**src/cse_pkg.sv**
```systemverilog
// Shared types, constants and helpers for the C string escape encoder.
`timescale 1ns / 1ps

package cse_pkg;

    localparam int QUEUE_DEPTH = 2;
    localparam int QUEUE_PTR_W = (QUEUE_DEPTH > 1) ? $clog2(QUEUE_DEPTH) : 1;
    localparam int QUEUE_CNT_W = $clog2(QUEUE_DEPTH + 1);

    localparam logic [7:0] CH_QUOTE     = 8'h22;
    localparam logic [7:0] CH_BACKSLASH = 8'h5C;
    localparam logic [7:0] CH_X         = 8'h78;
    localparam logic [7:0] CH_DIGIT0    = 8'h30;
    localparam logic [7:0] CH_HEX_ALPHA = 8'h37;   // 'A' - 10
    localparam logic [7:0] CH_SPACE     = 8'h20;
    localparam logic [7:0] CH_TILDE     = 8'h7E;

    // body of one input word as the back end writes it
    typedef enum logic [1:0] {
        BODY_NONE = 2'd0,   // no byte written
        BODY_RAW  = 2'd1,   // byte as it is
        BODY_ESC  = 2'd2,   // backslash, then code letter
        BODY_HEX  = 2'd3    // backslash, x, two hex digits
    } t_body_kind;

    typedef struct packed {
        logic       open_q;
        t_body_kind kind;
        logic [7:0] data;     // raw byte, code letter or hex value
        logic       close_q;
        logic       last;
    } t_entry;

    function automatic logic [7:0] hex_digit(input logic [3:0] v);
        logic [7:0] ext;
        ext = {4'h0, v};
        return (v < 4'd10) ? (CH_DIGIT0 + ext) : (CH_HEX_ALPHA + ext);
    endfunction

endpackage

```
**src/cse_front.sv**
```systemverilog
// Front end: accepts input words, tracks string state, classifies each byte.
`timescale 1ns / 1ps

module cse_front (
    input  logic          i_clk,
    input  logic          i_rst_n,
    input  logic          i_valid,
    output logic          o_ready,
    input  logic [7:0]    i_byte,
    input  logic          i_no_byte,
    input  logic          i_last,
    input  logic          i_cfg_valid,
    input  logic          i_cfg_data,
    input  logic          i_q_full,
    output logic          o_push,
    output cse_pkg::t_entry o_entry
);
    import cse_pkg::*;

    logic       r_wrap_quotes;
    logic       r_at_start;
    logic [1:0] r_raw_left;
    logic       r_stopped;
    logic       n_at_start;
    logic [1:0] n_raw_left;
    logic       n_stopped;

    logic       accept;
    t_body_kind kind;
    logic [7:0] data;
    logic       body_empty;

    assign o_ready = !i_q_full;
    assign accept  = i_valid && !i_q_full;

    always_comb begin
        kind       = BODY_NONE;
        data       = i_byte;
        n_raw_left = r_raw_left;
        n_stopped  = r_stopped;
        if (!i_no_byte && !r_stopped) begin
            if (r_raw_left != 2'd0) begin
                kind       = BODY_RAW;
                n_raw_left = r_raw_left - 2'd1;
            end else if (i_byte[7:5] == 3'b110) begin
                kind       = BODY_RAW;
                n_raw_left = 2'd1;
            end else if (i_byte[7:4] == 4'b1110) begin
                kind       = BODY_RAW;
                n_raw_left = 2'd2;
            end else if (i_byte[7:3] == 5'b11110) begin
                kind       = BODY_RAW;
                n_raw_left = 2'd3;
            end else if (i_byte >= CH_SPACE && i_byte <= CH_TILDE
                         && i_byte != CH_QUOTE && i_byte != CH_BACKSLASH) begin
                kind = BODY_RAW;
            end else begin
                kind = BODY_ESC;
                case (i_byte)
                    CH_QUOTE:     data = CH_QUOTE;
                    CH_BACKSLASH: data = CH_BACKSLASH;
                    8'h07:        data = 8'h61;   // a
                    8'h08:        data = 8'h62;   // b
                    8'h09:        data = 8'h74;   // t
                    8'h0A:        data = 8'h6E;   // n
                    8'h0B:        data = 8'h76;   // v
                    8'h0C:        data = 8'h66;   // f
                    8'h0D:        data = 8'h72;   // r
                    default: begin
                        kind = BODY_HEX;
                        if (i_byte == 8'h00) begin
                            n_stopped = 1'b1;
                        end
                    end
                endcase
            end
        end
        n_at_start = i_last ? 1'b1 : 1'b0;
        if (i_last) begin
            n_raw_left = 2'd0;
            n_stopped  = 1'b0;
        end
    end

    assign o_entry.open_q  = r_at_start && r_wrap_quotes;
    assign o_entry.kind    = kind;
    assign o_entry.data    = data;
    assign o_entry.close_q = i_last && r_wrap_quotes;
    assign o_entry.last    = i_last;

    assign body_empty = (kind == BODY_NONE) && !o_entry.open_q && !o_entry.close_q;
    assign o_push     = accept && !body_empty;

    always_ff @(posedge i_clk) begin
        if (!i_rst_n) begin
            r_wrap_quotes <= 1'b1;
            r_at_start    <= 1'b1;
            r_raw_left    <= 2'd0;
            r_stopped     <= 1'b0;
        end else begin
            if (i_cfg_valid) begin
                r_wrap_quotes <= i_cfg_data;
            end
            if (accept) begin
                r_at_start <= n_at_start;
                r_raw_left <= n_raw_left;
                r_stopped  <= n_stopped;
            end
        end
    end

endmodule

```
**src/cse_queue.sv**
```systemverilog
// Short FIFO of classified words between front and back end.
`timescale 1ns / 1ps

module cse_queue (
    input  logic            i_clk,
    input  logic            i_rst_n,
    input  logic            i_push,
    input  cse_pkg::t_entry i_entry,
    output logic            o_full,
    input  logic            i_pop,
    output logic            o_valid,
    output cse_pkg::t_entry o_entry
);
    import cse_pkg::*;

    t_entry                 r_mem [QUEUE_DEPTH];
    logic [QUEUE_PTR_W-1:0] r_wr_ptr;
    logic [QUEUE_PTR_W-1:0] r_rd_ptr;
    logic [QUEUE_CNT_W-1:0] r_count;
    logic                   do_push;
    logic                   do_pop;

    assign o_full  = (r_count == QUEUE_CNT_W'(QUEUE_DEPTH));
    assign o_valid = (r_count != '0);
    assign o_entry = r_mem[r_rd_ptr];
    assign do_push = i_push && !o_full;
    assign do_pop  = i_pop && o_valid;

    always_ff @(posedge i_clk) begin
        if (do_push) begin
            r_mem[r_wr_ptr] <= i_entry;
        end
    end

    always_ff @(posedge i_clk) begin
        if (!i_rst_n) begin
            r_wr_ptr <= '0;
            r_rd_ptr <= '0;
            r_count  <= '0;
        end else begin
            if (do_push) begin
                r_wr_ptr <= (r_wr_ptr == QUEUE_PTR_W'(QUEUE_DEPTH - 1))
                            ? '0 : r_wr_ptr + QUEUE_PTR_W'(1);
            end
            if (do_pop) begin
                r_rd_ptr <= (r_rd_ptr == QUEUE_PTR_W'(QUEUE_DEPTH - 1))
                            ? '0 : r_rd_ptr + QUEUE_PTR_W'(1);
            end
            case ({do_push, do_pop})
                2'b10:   r_count <= r_count + QUEUE_CNT_W'(1);
                2'b01:   r_count <= r_count - QUEUE_CNT_W'(1);
                default: r_count <= r_count;
            endcase
        end
    end

endmodule

```
**src/cse_back.sv**
```systemverilog
// Back end: expands each classified word into output bytes, one per cycle while the output is ready.
`timescale 1ns / 1ps

module cse_back (
    input  logic            i_clk,
    input  logic            i_rst_n,
    input  logic            i_valid,
    input  cse_pkg::t_entry i_entry,
    output logic            o_pop,
    output logic            o_valid,
    input  logic            i_ready,
    output logic [7:0]      o_byte,
    output logic            o_run_last,
    output logic            o_string_end
);
    import cse_pkg::*;

    logic [2:0] r_step;
    logic       r_valid;
    logic [7:0] r_byte;
    logic       r_run_last;
    logic       r_string_end;

    logic [7:0] body [4];
    logic [2:0] blen;
    logic [2:0] total;
    logic [2:0] t;
    logic [7:0] cur;
    logic       cur_last;
    logic       load;

    always_comb begin
        body[0] = CH_BACKSLASH;
        body[1] = i_entry.data;
        body[2] = hex_digit(i_entry.data[7:4]);
        body[3] = hex_digit(i_entry.data[3:0]);
        case (i_entry.kind)
            BODY_NONE: blen = 3'd0;
            BODY_RAW: begin
                blen    = 3'd1;
                body[0] = i_entry.data;
            end
            BODY_ESC: blen = 3'd2;
            BODY_HEX: begin
                blen    = 3'd4;
                body[1] = CH_X;
            end
            default: blen = 3'd0;
        endcase
    end

    assign total = {2'b00, i_entry.open_q} + blen + {2'b00, i_entry.close_q};
    assign t     = r_step - {2'b00, i_entry.open_q};

    always_comb begin
        if (i_entry.open_q && r_step == 3'd0) begin
            cur = CH_QUOTE;
        end else if (t < blen) begin
            cur = body[t[1:0]];
        end else begin
            cur = CH_QUOTE;
        end
    end

    assign cur_last = (r_step == total - 3'd1);
    assign load     = i_valid && (!r_valid || i_ready);
    assign o_pop    = load && cur_last;

    always_ff @(posedge i_clk) begin
        if (load) begin
            r_byte       <= cur;
            r_run_last   <= cur_last;
            r_string_end <= cur_last && i_entry.last;
        end
    end

    always_ff @(posedge i_clk) begin
        if (!i_rst_n) begin
            r_step  <= 3'd0;
            r_valid <= 1'b0;
        end else begin
            if (load) begin
                r_valid <= 1'b1;
                r_step  <= cur_last ? 3'd0 : r_step + 3'd1;
            end else if (i_ready) begin
                r_valid <= 1'b0;
            end
        end
    end

    assign o_valid      = r_valid;
    assign o_byte       = r_byte;
    assign o_run_last   = r_run_last;
    assign o_string_end = r_string_end;

endmodule

```
**src/c_string_escape_encoder_top.sv**
```systemverilog
// Top level of the C string escape encoder.
`timescale 1ns / 1ps

// Escapes a stream of strings as C text, one input word per string byte.
// Each input word yields zero to six output bytes; the output side writes one
// byte per cycle from its output register while the sink is ready, so a plain
// printable byte passes at one word per cycle, while an escape writes 2 or 4
// bytes (plus one per quote) on the output side. A two-entry queue of
// classified words sits between the input classifier and the output expander,
// so input is taken each cycle until that queue fills. There is no startup
// sweep: the input is ready once reset has cleared the queue. The quote setting
// is sampled as each word is accepted; change it only while the block is idle.
module c_string_escape_encoder_top (
    input  logic       i_clk,
    input  logic       i_rst_n,
    input  logic       s_axis_tvalid,
    output logic       s_axis_tready,
    input  logic [7:0] s_axis_tdata,    // [7:0] in_byte
    input  logic [0:0] s_axis_tuser,    // [0] no_byte
    input  logic       s_axis_tlast,    // string_last
    output logic       m_axis_tvalid,
    input  logic       m_axis_tready,
    output logic [7:0] m_axis_tdata,    // [7:0] out_byte
    output logic [0:0] m_axis_tuser,    // [0] run_last
    output logic       m_axis_tlast,    // string_end
    input  logic       i_cfg_valid,
    output logic       o_cfg_ready,
    input  logic [0:0] i_cfg_data       // [0] wrap_quotes
);
    import cse_pkg::*;

    t_entry push_entry;
    t_entry head_entry;
    logic   push;
    logic   q_full;
    logic   pop;
    logic   head_valid;

    assign o_cfg_ready = 1'b1;

    cse_front u_front (
        .i_clk       (i_clk),
        .i_rst_n     (i_rst_n),
        .i_valid     (s_axis_tvalid),
        .o_ready     (s_axis_tready),
        .i_byte      (s_axis_tdata),
        .i_no_byte   (s_axis_tuser[0]),
        .i_last      (s_axis_tlast),
        .i_cfg_valid (i_cfg_valid),
        .i_cfg_data  (i_cfg_data[0]),
        .i_q_full    (q_full),
        .o_push      (push),
        .o_entry     (push_entry)
    );

    cse_queue u_queue (
        .i_clk   (i_clk),
        .i_rst_n (i_rst_n),
        .i_push  (push),
        .i_entry (push_entry),
        .o_full  (q_full),
        .i_pop   (pop),
        .o_valid (head_valid),
        .o_entry (head_entry)
    );

    cse_back u_back (
        .i_clk        (i_clk),
        .i_rst_n      (i_rst_n),
        .i_valid      (head_valid),
        .i_entry      (head_entry),
        .o_pop        (pop),
        .o_valid      (m_axis_tvalid),
        .i_ready      (m_axis_tready),
        .o_byte       (m_axis_tdata),
        .o_run_last   (m_axis_tuser[0]),
        .o_string_end (m_axis_tlast)
    );

endmodule

```
**config.mk**
```make
export PLATFORM = sky130hd
export DESIGN_NAME = c_string_escape_encoder_top
export DESIGN_NICKNAME = d
export VERILOG_FILES = /design/src/cse_pkg.sv /design/src/cse_front.sv /design/src/cse_queue.sv /design/src/cse_back.sv /design/src/c_string_escape_encoder_top.sv
export SDC_FILE = /design/constraint.sdc
export NUM_CORES = 1
export LEC_CHECK = 0
export BUFFER_PORTS_ARGS = -buffer_cell sky130_fd_sc_hd__buf_4
export CORE_ASPECT_RATIO = 0.8
export CORE_MARGIN = 1.5
export CORE_UTILIZATION = 55
export CTS_BUF_LIST = sky130_fd_sc_hd__clkbuf_2 sky130_fd_sc_hd__clkbuf_4 sky130_fd_sc_hd__clkbuf_8
export CTS_CLUSTER_DIAMETER = 60
export DETAILED_ROUTE_END_ITERATION = 8
export PLACE_DENSITY = 0.87
export SETUP_SLACK_MARGIN = 0.05
export SYNTH_ARGS = -nofsm -noshare
export SYNTH_HDL_FRONTEND = slang
export SYNTH_HIERARCHICAL = 1
export SYNTH_SLANG_ARGS = --single-unit
export TNS_END_PERCENT = 1
```
**constraint.sdc**
```tcl
create_clock -name i_clk -period 11.3 [get_ports i_clk]
set_input_delay 0.565 -clock i_clk [delete_from_list [all_inputs] [get_ports i_clk]]
set_output_delay 0.565 -clock i_clk [all_outputs]
set_load 0.02 [all_outputs]
```
# Yosys cells after proc, flatten, opt, wreduce, memory -nomap -nowiden
# Memory sizes are Yosys's and may differ from the RTL's. A register that Yosys moved wholly into a read port is not among the register bits.
# Cells that the tools add are included.
# totals
n_memories	1
ram_bits	26
output_inout_bits	13
input_bits	16
regBits	23
# classes
muxes	48
magnitude_cmp	6
reduce_logical	39
n_bitwise	2
eq_ne	27
add_sub_neg	14
# memory_table
name	words	width	read_ports	rd_clocked_by_memory_dff	wr	line	source
u_queue.r_mem	2	13	1	1	1	cse_queue.sv:16	t_entry r_mem [QUEUE_DEPTH];
# op_table
cell	count
8-bit two-way mux	12
8-bit case mux with 9 select lines	1
8-bit by 4-bit == test with 1-bit output (second input constant)	6
6-bit by 4-bit adder with 7-bit output (first input constant)	4
2-bit two-way mux	12
1-bit two-way mux	19
8-bit binary-select mux with 2-bit select	1
1-bit logical AND	16
3-bit case mux with 4 select lines	1
2-bit nonzero test	6
2-bit inequality test (second input constant)	5
9-bit AND reduction	1
9-bit OR reduction	1
2-bit == test (second input constant)	4
8-bit by 3-bit == test with 1-bit output (second input constant)	1
8-bit by 6-bit == test with 1-bit output (second input constant)	1
8-bit by 7-bit == test with 1-bit output (second input constant)	1
8-bit by 6-bit greater-or-equal comparator with 1-bit output (second input constant)	1
8-bit by 7-bit less-or-equal comparator with 1-bit output (second input constant)	1
8-bit logical NOT	1
4-bit < comparator (second input constant)	2
8-bit by 6-bit inequality test with 1-bit output (second input constant)	1
8-bit by 7-bit inequality test with 1-bit output (second input constant)	1
1-bit logical NOT	7
26 further kinds	30

# Depth between registers and ports, before layout
# Gate-level depths: netlist of the first run.
# logic_depth
ltp_word	18
depth_mapped	17
ltp_nobuf	15

# Hierarchy
# The synthesis of the first run kept the hierarchy.
# modules_own_cells
mod	instances	cells_per_inst	area_per_inst_um2
cse_queue	1	66	1171.1
cse_back	1	125	1101.1
cse_front	1	93	651.9
c_string_escape_encoder_top	1	2	11.3

# Least setup slack after synthesis of the first run
# Ideal clock, no wire load.
# synth_timing
path_kind	reg-to-reg
startpoint	register (tool-made name)
endpoint	register u_queue.r_count[1]
stages_incl_launch_ff	17
setup_ns	0.070
t_arrival_ns	3.567
path_buffers	2
period_less_slack_ns	3.637
slack_ns	7.663
cell_sequence	dfxtp_1 -> buf_2 -> mux2_2 -> buf_4 -> nand2b_1 -> ha_1 -> inv_1 -> ha_1 -> inv_1 -> fa_1 -> xnor2_1 -> nor3_2 -> and2_4 -> o21a_1 -> ha_1 -> or3_1 -> a21boi_1
# synth_lines
item	line	source
end signal: assignment	cse_queue.sv:50	2'b10: r_count <= r_count + QUEUE_CNT_W'(1);
end signal: assignment	cse_queue.sv:51	2'b01: r_count <= r_count - QUEUE_CNT_W'(1);
end signal: assignment	cse_queue.sv:52	default: r_count <= r_count;
end: declaration	cse_queue.sv:19	logic [QUEUE_CNT_W-1:0] r_count;

==> results.py, run 1 <==
metrics = {
    "place": {
        "gp_congestion": 0.9037,
        "placed_area_mm2": 0.003152,
        "portBuffers": 27,
        "hpwlAfterDp_um": 4027,
        "post-place-ws_ns": 7.351,
    },
    "yosys": {
        "ys.flop_type": "edfxtp_1",
        "yosysSeqAreaShare_pct": 46.38,
        "async_flop_share_pct": 0,
        "syn_area_mm2": 0.002935,
        "synth_warnings": 6,
        "synth_edf_count": 36,
        "ys_types": 58,
        "ys_top_cells_by_area": "edfxtp_1 37%, dfxtp_1 9.5%, mux2_2 5.0%",
        "synth_top_area_share_pct": 36.83,
        "syn-instance-count": 286,
        "synth_fp_nets": 314,
        "syn_area_per_cell_um2": 10.26,
        "synth-seq-cells": 50,
        "yosys.area.top_type": "edfxtp_1",
    },
    "worst_setup_path": {
        "cp-start-kind": "register",
        "cp.required_ns": 11.53,
        "worst-setup-path-type": "reg2reg",
        "arrival_ns": 4.21,
        "critPathCaptureType": "register",
        "cp_max_fo": 13,
    },
    "clocking": {
        "clock_sinks": 50,
        "cts.clk_slew.worst_paths_ns": 0.09,
        "cts_max_level": 2,
        "clockBufferDepth": 2,
        "cts_resized": 0,
        "cts_root_buffer": "clkbuf_8",
        "cts_tree": "done",
        "clock_latency_ns": 0.30,
        "cts_setup_buffers": 0,
        "ctsHoldBuffers": 0,
        "cts-buffers-inserted": 5,
    },
    "power": {
        "pwr_density_cell_mw_per_mm2": 222.7,
        "leakagePower_nw": 1.238,
        "peakVddDrop_mv": 0.1638,
        "p_total_mw": 0.7227,
    },
    "sta": {
        "setup_viol": 0,
        "timing.final.crit_period_ns": 3.977,
        "finalHoldViolations": 0,
        "timing.final.crit_share_pct": 35.19,
        "rsz0062_at_grt": "false",
        "whs_ns": 0.4861,
        "fin_ws_ns": 7.323,
        "tightest_slew_ns": 0.6841,
        "drv_slew": 0,
        "fmax_mhz": 251.5,
        "relSlewSlack_pct": 54.04,
        "fin_setup_tns_ns": 0,
        "skew_ns": 0.01215,
    },
    "finish": {
        "fin_area_mm2": 0.003246,
        "num_antenna_cells": 0,
        "final_nets": 337,
        "drive_gt1_share_pct": 20.00,
        "n_fill_cell": 416,
        "area.growth.synth_to_final_pct": 10.57,
    },
    "run_status": {
        "outcome": "complete, no violations",
    },
    "floorplanning": {
        "coreArea_mm2": 0.005065,
        "fp.dieW_um": 84.68,
        "rows": 23,
        "dieArea_mm2": 0.005787,
        "start_util_pct": 57.95,
        "boundaryPins": 29,
        "fp.dieH_um": 68.34,
    },
    "route": {
        "route.vias.total": 2189,
        "routed_wl_um": 5392,
        "wl_per_cell_um": 14.49,
        "drt_iter0_markers": 51,
        "vias_per_cell": 5.884,
        "drtPass1Iterations": 4,
        "ant_nets": 0,
        "drc": 0,
    },
    "global_routing": {
        "antenna_found_initial": 0,
        "grt_overflow": 0,
        "grt_pass1_wl_um": 9225,
        "grt_max_degree": 16,
        "grt_pass1_vias": 2028,
        "grt_usage_pct": 20.21,
    },
    "job": {
        "drv_cap": 0,
    },
    "worst_hold_path": {
        "hold_class": "in2reg",
    },
}
power by group:
group	internal (mW)	switching, mW	total, mW
sequential	0.260	0.0193	0.280
combinational	0.136	0.200	0.336
clock	0.0495	0.0576	0.107
worst max-delay path, stage by stage, from the launching register on:
cell	delay (ns)
dfxtp_1	0.69
mux2_2	0.49
nand2b_1	0.18
ha_1	0.27
inv_1	0.04
ha_1	0.17
inv_1	0.06
fa_1	0.42
xnor2_1	0.16
nor3_2	0.29
and2_4	0.21
o21a_1	0.16
ha_1	0.27
or3_1	0.36
a21boi_1	0.15
metrics by stage:
step	instances	utilization [%]
2_1_floorplan	286	-
3_5_place_dp	364	62.23
3_3_place_gp	364	62.23
4_1_cts	372	64.08
5_1_grt	372	64.08
6_report	372	64.08
final cells by class:
type	count	area [um2]	share of cell area, %
tap	62	77.57	2.390
timing repair buffer	27	202.7	6.245
clock inverter	2	11.26	0.3470
inverter	26	97.59	3.007
sequential	50	1361	41.94
multi-input combinational	199	1413	43.52
clock buffer	6	82.58	2.544
cells by family after synthesis:
group	count (synthesis)	synth area share, %
buffers and inverters	37	5.498
AOI/OAI and AO/OA	67	15.22
adders and majority gates	12	5.371
DFF	50	46.38
other	1	0.1278
muxes	17	6.351
xor gates and xnor gates	8	2.898
and+or+nand+nor	94	18.16
registers in the layout, indices dropped and copies added, names as in the netlist, named ones only:
| signal | count |
|---|---|
| u_front/r_raw_left | 2 |
| u_back/r_step | 3 |
| u_back/o_valid | 1 |
| u_queue/r_mem | 26 |
| u_back/o_run_last | 1 |
| u_front/r_wrap_quotes | 1 |
| u_front/r_at_start | 1 |
| u_back/o_byte | 8 |
| u_queue/r_wr_ptr | 1 |
| u_queue/r_rd_ptr | 1 |
| u_back/o_string_end | 1 |
| u_front/r_stopped | 1 |
| u_queue/r_count | 2 |
Yosys cell counts (all sizes together) (4+ instances only):
library cell   n
mux2          13
inv           26
a211oi         4
buf            7
nor3           8
or2            4
nand3          6
a31oi          6
xnor2          5
ha            11
clkbuf         4
nor2          17
and2           6
dfxtp         14
nor2b          5
a21boi         5
edfxtp        36
nand2         20
nand2b         9
or3            5
a21oi         14
mux2i          4
o21ai         19
routing by layer:
layer	up-vias	share of wire, %	track usage, %	wire length [um]
li1	1087	-	-	-
met1	1036	49	27.04	2643
met2	62	46	34.62	2482
met3	4	4.2	3.739	224
met4	0	0.78	5.040	42
met5	-	0	0	0
final timing paths:
| check | slack (ns) | to | depth (start not counted) | from |
|---|---|---|---|---|
| worst max register to register | 7.32 | u_queue/r_count[1] | 14 | register |
| worst min register to register | 0.49 | u_front/r_stopped | 2 | u_front/r_stopped |
| worst min-delay path | 0.49 | u_front/r_wrap_quotes | 3 | i_cfg_data |
| worst max-delay path | 7.32 | u_queue/r_count[1] | 14 | register |
placed cells by master, fill, tap and decap left out, drive strengths merged, types with 2 or more instances in the layout:
cell type / netlist / layout
edfxtp: 36 / 36
buf: 7 / 27
inv: 26 / 27
nand2: 20 / 20
o21ai: 19 / 19
nor2: 17 / 17
a21oi: 14 / 14
dfxtp: 14 / 14
mux2: 13 / 13
ha: 11 / 11
nand2b: 9 / 9
nor3: 8 / 8
clkbuf: 4 / 6
nand3: 6 / 6
a31oi: 6 / 6
and2: 6 / 6
xnor2: 5 / 5
nor2b: 5 / 5
or3: 5 / 5
a21boi: 5 / 5
mux2i: 4 / 4
a211oi: 4 / 4
or2: 4 / 4
o221ai: 3 / 3
o21a: 3 / 3
nand4: 3 / 3
or4: 3 / 3
a2111oi: 3 / 3
nor4: 3 / 3
xor2: 2 / 2
o22ai: 2 / 2
a21o: 2 / 2
nor4b: 2 / 2
(Power assumes the default switching activity.)
==> run 2: changes to the inputs <==
--- a/config.mk
+++ b/config.mk
@@ -12,7 +12,7 @@
 export CTS_BUF_LIST = sky130_fd_sc_hd__clkbuf_2 sky130_fd_sc_hd__clkbuf_4 sky130_fd_sc_hd__clkbuf_8
 export CTS_CLUSTER_DIAMETER = 60
 export DETAILED_ROUTE_END_ITERATION = 8
-export PLACE_DENSITY = 0.87
+export PLACE_DENSITY = 0.9
 export SETUP_SLACK_MARGIN = 0.05
 export SYNTH_ARGS = -nofsm -noshare
 export SYNTH_HDL_FRONTEND = slang
==> constraint.sdc (replaced) <==
create_clock -name i_clk -period 3.65 [get_ports i_clk]
set_input_delay 0.1825 -clock i_clk [delete_from_list [all_inputs] [get_ports i_clk]]
set_output_delay 0.1825 -clock i_clk [all_outputs]
set_load 0.02 [all_outputs]
==> results.py, run 2 (synthesis gave the netlist of run 1 again) <==
metrics = {
    "route": {
        "ant_nets": 0,
        "drt_iter0_markers": 106,
        "vias_per_cell": 5.910,
        "wl_per_cell_um": 15.49,
        "route.vias.total": 2228,
        "drc": 0,
        "drtPass1Iterations": 4,
        "routed_wl_um": 5838,
    },
    "finish": {
        "n_fill_cell": 417,
        "final_common_cell": "edfxtp_1",
        "largest_register_ffs": 26,
        "ff_latch_area_mm2": 0.001365,
        "final_nets": 342,
        "fin_util_pct": 65.34,
        "area.growth.synth_to_final_pct": 12.74,
        "mostFrequentLayoutCells": "36 x edfxtp_1, 32 x buf_4, 25 x inv_1",
        "multi_input_area_mm2": 0.001413,
        "fin_area_mm2": 0.003309,
        "top_register": "u_queue/r_mem",
        "num_antenna_cells": 0,
        "drive_gt1_share_pct": 21.59,
    },
    "floorplanning": {
        "coreArea_mm2": 0.005065,
        "start_util_pct": 57.95,
        "boundaryPins": 29,
        "fp.dieH_um": 68.34,
        "fp.dieW_um": 84.68,
        "dieArea_mm2": 0.005787,
        "rows": 23,
    },
    "global_routing": {
        "grt_overflow": 0,
        "grt_usage_pct": 21.87,
        "grt_max_degree": 18,
        "grt_pass1_wl_um": 9998,
        "grt_pass1_vias": 2168,
        "antenna_found_initial": 0,
    },
    "worst_setup_path": {
        "crit_chain": "mux2_2 -> nand2b_1 -> ha_1 -> inv_1 -> ha_1 -> inv_1 -> fa_1 -> xnor2_1 -> nor3_2 -> and2_4 -> o21a_1 -> ha_1 -> or3_1 -> a21boi_1",
        "crit_family": "adder cells",
        "cp-start-kind": "register",
        "cp.required_ns": 3.90,
        "slowest_stage": "fa_1",
        "critPathCaptureType": "register",
        "arrival_ns": 3.71,
        "cpPeakStageDelay_ns": 0.49,
        "cp_max_fo": 6,
        "critPathBufInv": 2,
        "worst-setup-path-type": "reg2reg",
        "crit_top_cell": "ha_1",
    },
    "worst_hold_path": {
        "hold_class": "in2reg",
    },
    "clocking": {
        "cts_root_buffer": "clkbuf_8",
        "cts-buffers-inserted": 5,
        "cts_max_level": 2,
        "cts_tree": "done",
        "clock_latency_ns": 0.31,
        "cts.clk_slew.worst_paths_ns": 0.10,
        "clockBufferDepth": 2,
        "ctsHoldBuffers": 0,
        "clock_sinks": 50,
    },
    "power": {
        "leakagePower_nw": 1.271,
        "pwr_density_cell_mw_per_mm2": 716.3,
        "peakVddDrop_mv": 0.4048,
        "p_total_mw": 2.371,
    },
    "sta": {
        "timing.final.crit_share_pct": 94.64,
        "finalHoldViolations": 0,
        "drv_slew": 0,
        "relSlewSlack_pct": 55.14,
        "fmax_mhz": 289.5,
        "fin_setup_tns_ns": 0,
        "skew_ns": 0.01267,
        "whs_ns": 0.08081,
        "rsz0062_at_grt": "false",
        "timing.final.crit_period_ns": 3.454,
        "tightest_slew_ns": 0.6729,
        "setup_viol": 0,
    },
    "place": {
        "gp_congestion": 0.8699,
        "portBuffers": 27,
        "hpwlAfterDp_um": 4277,
        "placed_area_mm2": 0.003189,
    },
    "run_status": {
        "outcome": "complete, no violations",
    },
    "job": {
        "drv_cap": 0,
    },
}
[run 2: changes by cell type in the layout (fill, tap and decap cells not counted), sizes merged]
cell    previous run  this run
buf               27        32
bufinv             0         1
clkbuf             6         5
[run 2: power by group]
part | leakage [nW] | internal (mW) | switching [mW] | total [mW]
combinational | 0.760 | 0.450 | 0.650 | 1.10
clock | 0.0587 | 0.208 | 0.194 | 0.402
sequential | 0.453 | 0.807 | 0.0610 | 0.868
[run 2: final timing paths]
path,endpoint,start,cells after the start,slack [ns]
hold reg to reg,u_front/r_stopped,u_front/r_stopped,2,0.49
setup reg to reg,u_queue/r_count[1],register,14,0.20
hold / removal,u_front/r_wrap_quotes,i_cfg_data,3,0.08
setup / recovery,u_queue/r_count[1],register,14,0.20
[run 2: area by class of cell]
cell class / count / share of cell area, %
repair buffers: 32 / 7.259
clock buffers: 5 / 2.079
clock inverters: 3 / 1.437
inverters: 26 / 2.949
multi-input cells: 199 / 42.68
well taps: 62 / 2.344
flip-flops and latches: 50 / 41.25
[run 2: through the flow]
| stage | setup slack (ns) | std cells |
|---|---|---|
| final | 0.1958 | 377 |
| after global routing | 0.07295 | 377 |
| after CTS | 0.1325 | 377 |
| after detailed placement | 0.1432 | 369 |
| after global placement | 0.3174 | 369 |
| after floorplan | 0.06215 | 286 |
[run 2: tightest hold or removal path: stages]
cell	delay [ns]
buf_4	0.08
mux2i_1	0.05
nand2_1	0.05
[run 2: metal layers]
layer | part of all wire [%] | wire (um) | global-route usage (%) | vias up
li1 | - | - | - | 1090
met4 | 1.7 | 101 | 7.863 | 0
met5 | 0 | 0 | 0 | -
met3 | 4.6 | 266 | 4.222 | 10
met1 | 46 | 2694 | 27.68 | 1053
met2 | 48 | 2775 | 38.10 | 75
[run 2: repair_timing]
| action | 4_1_cts | 5_1_grt |
|---|---|---|
| setup buffers | 0 | 0 |
| endpoints found under the setup margin | 1 | 1 |
| resized for setup | 1 | 1 |
| pin swaps | 0 | 1 |
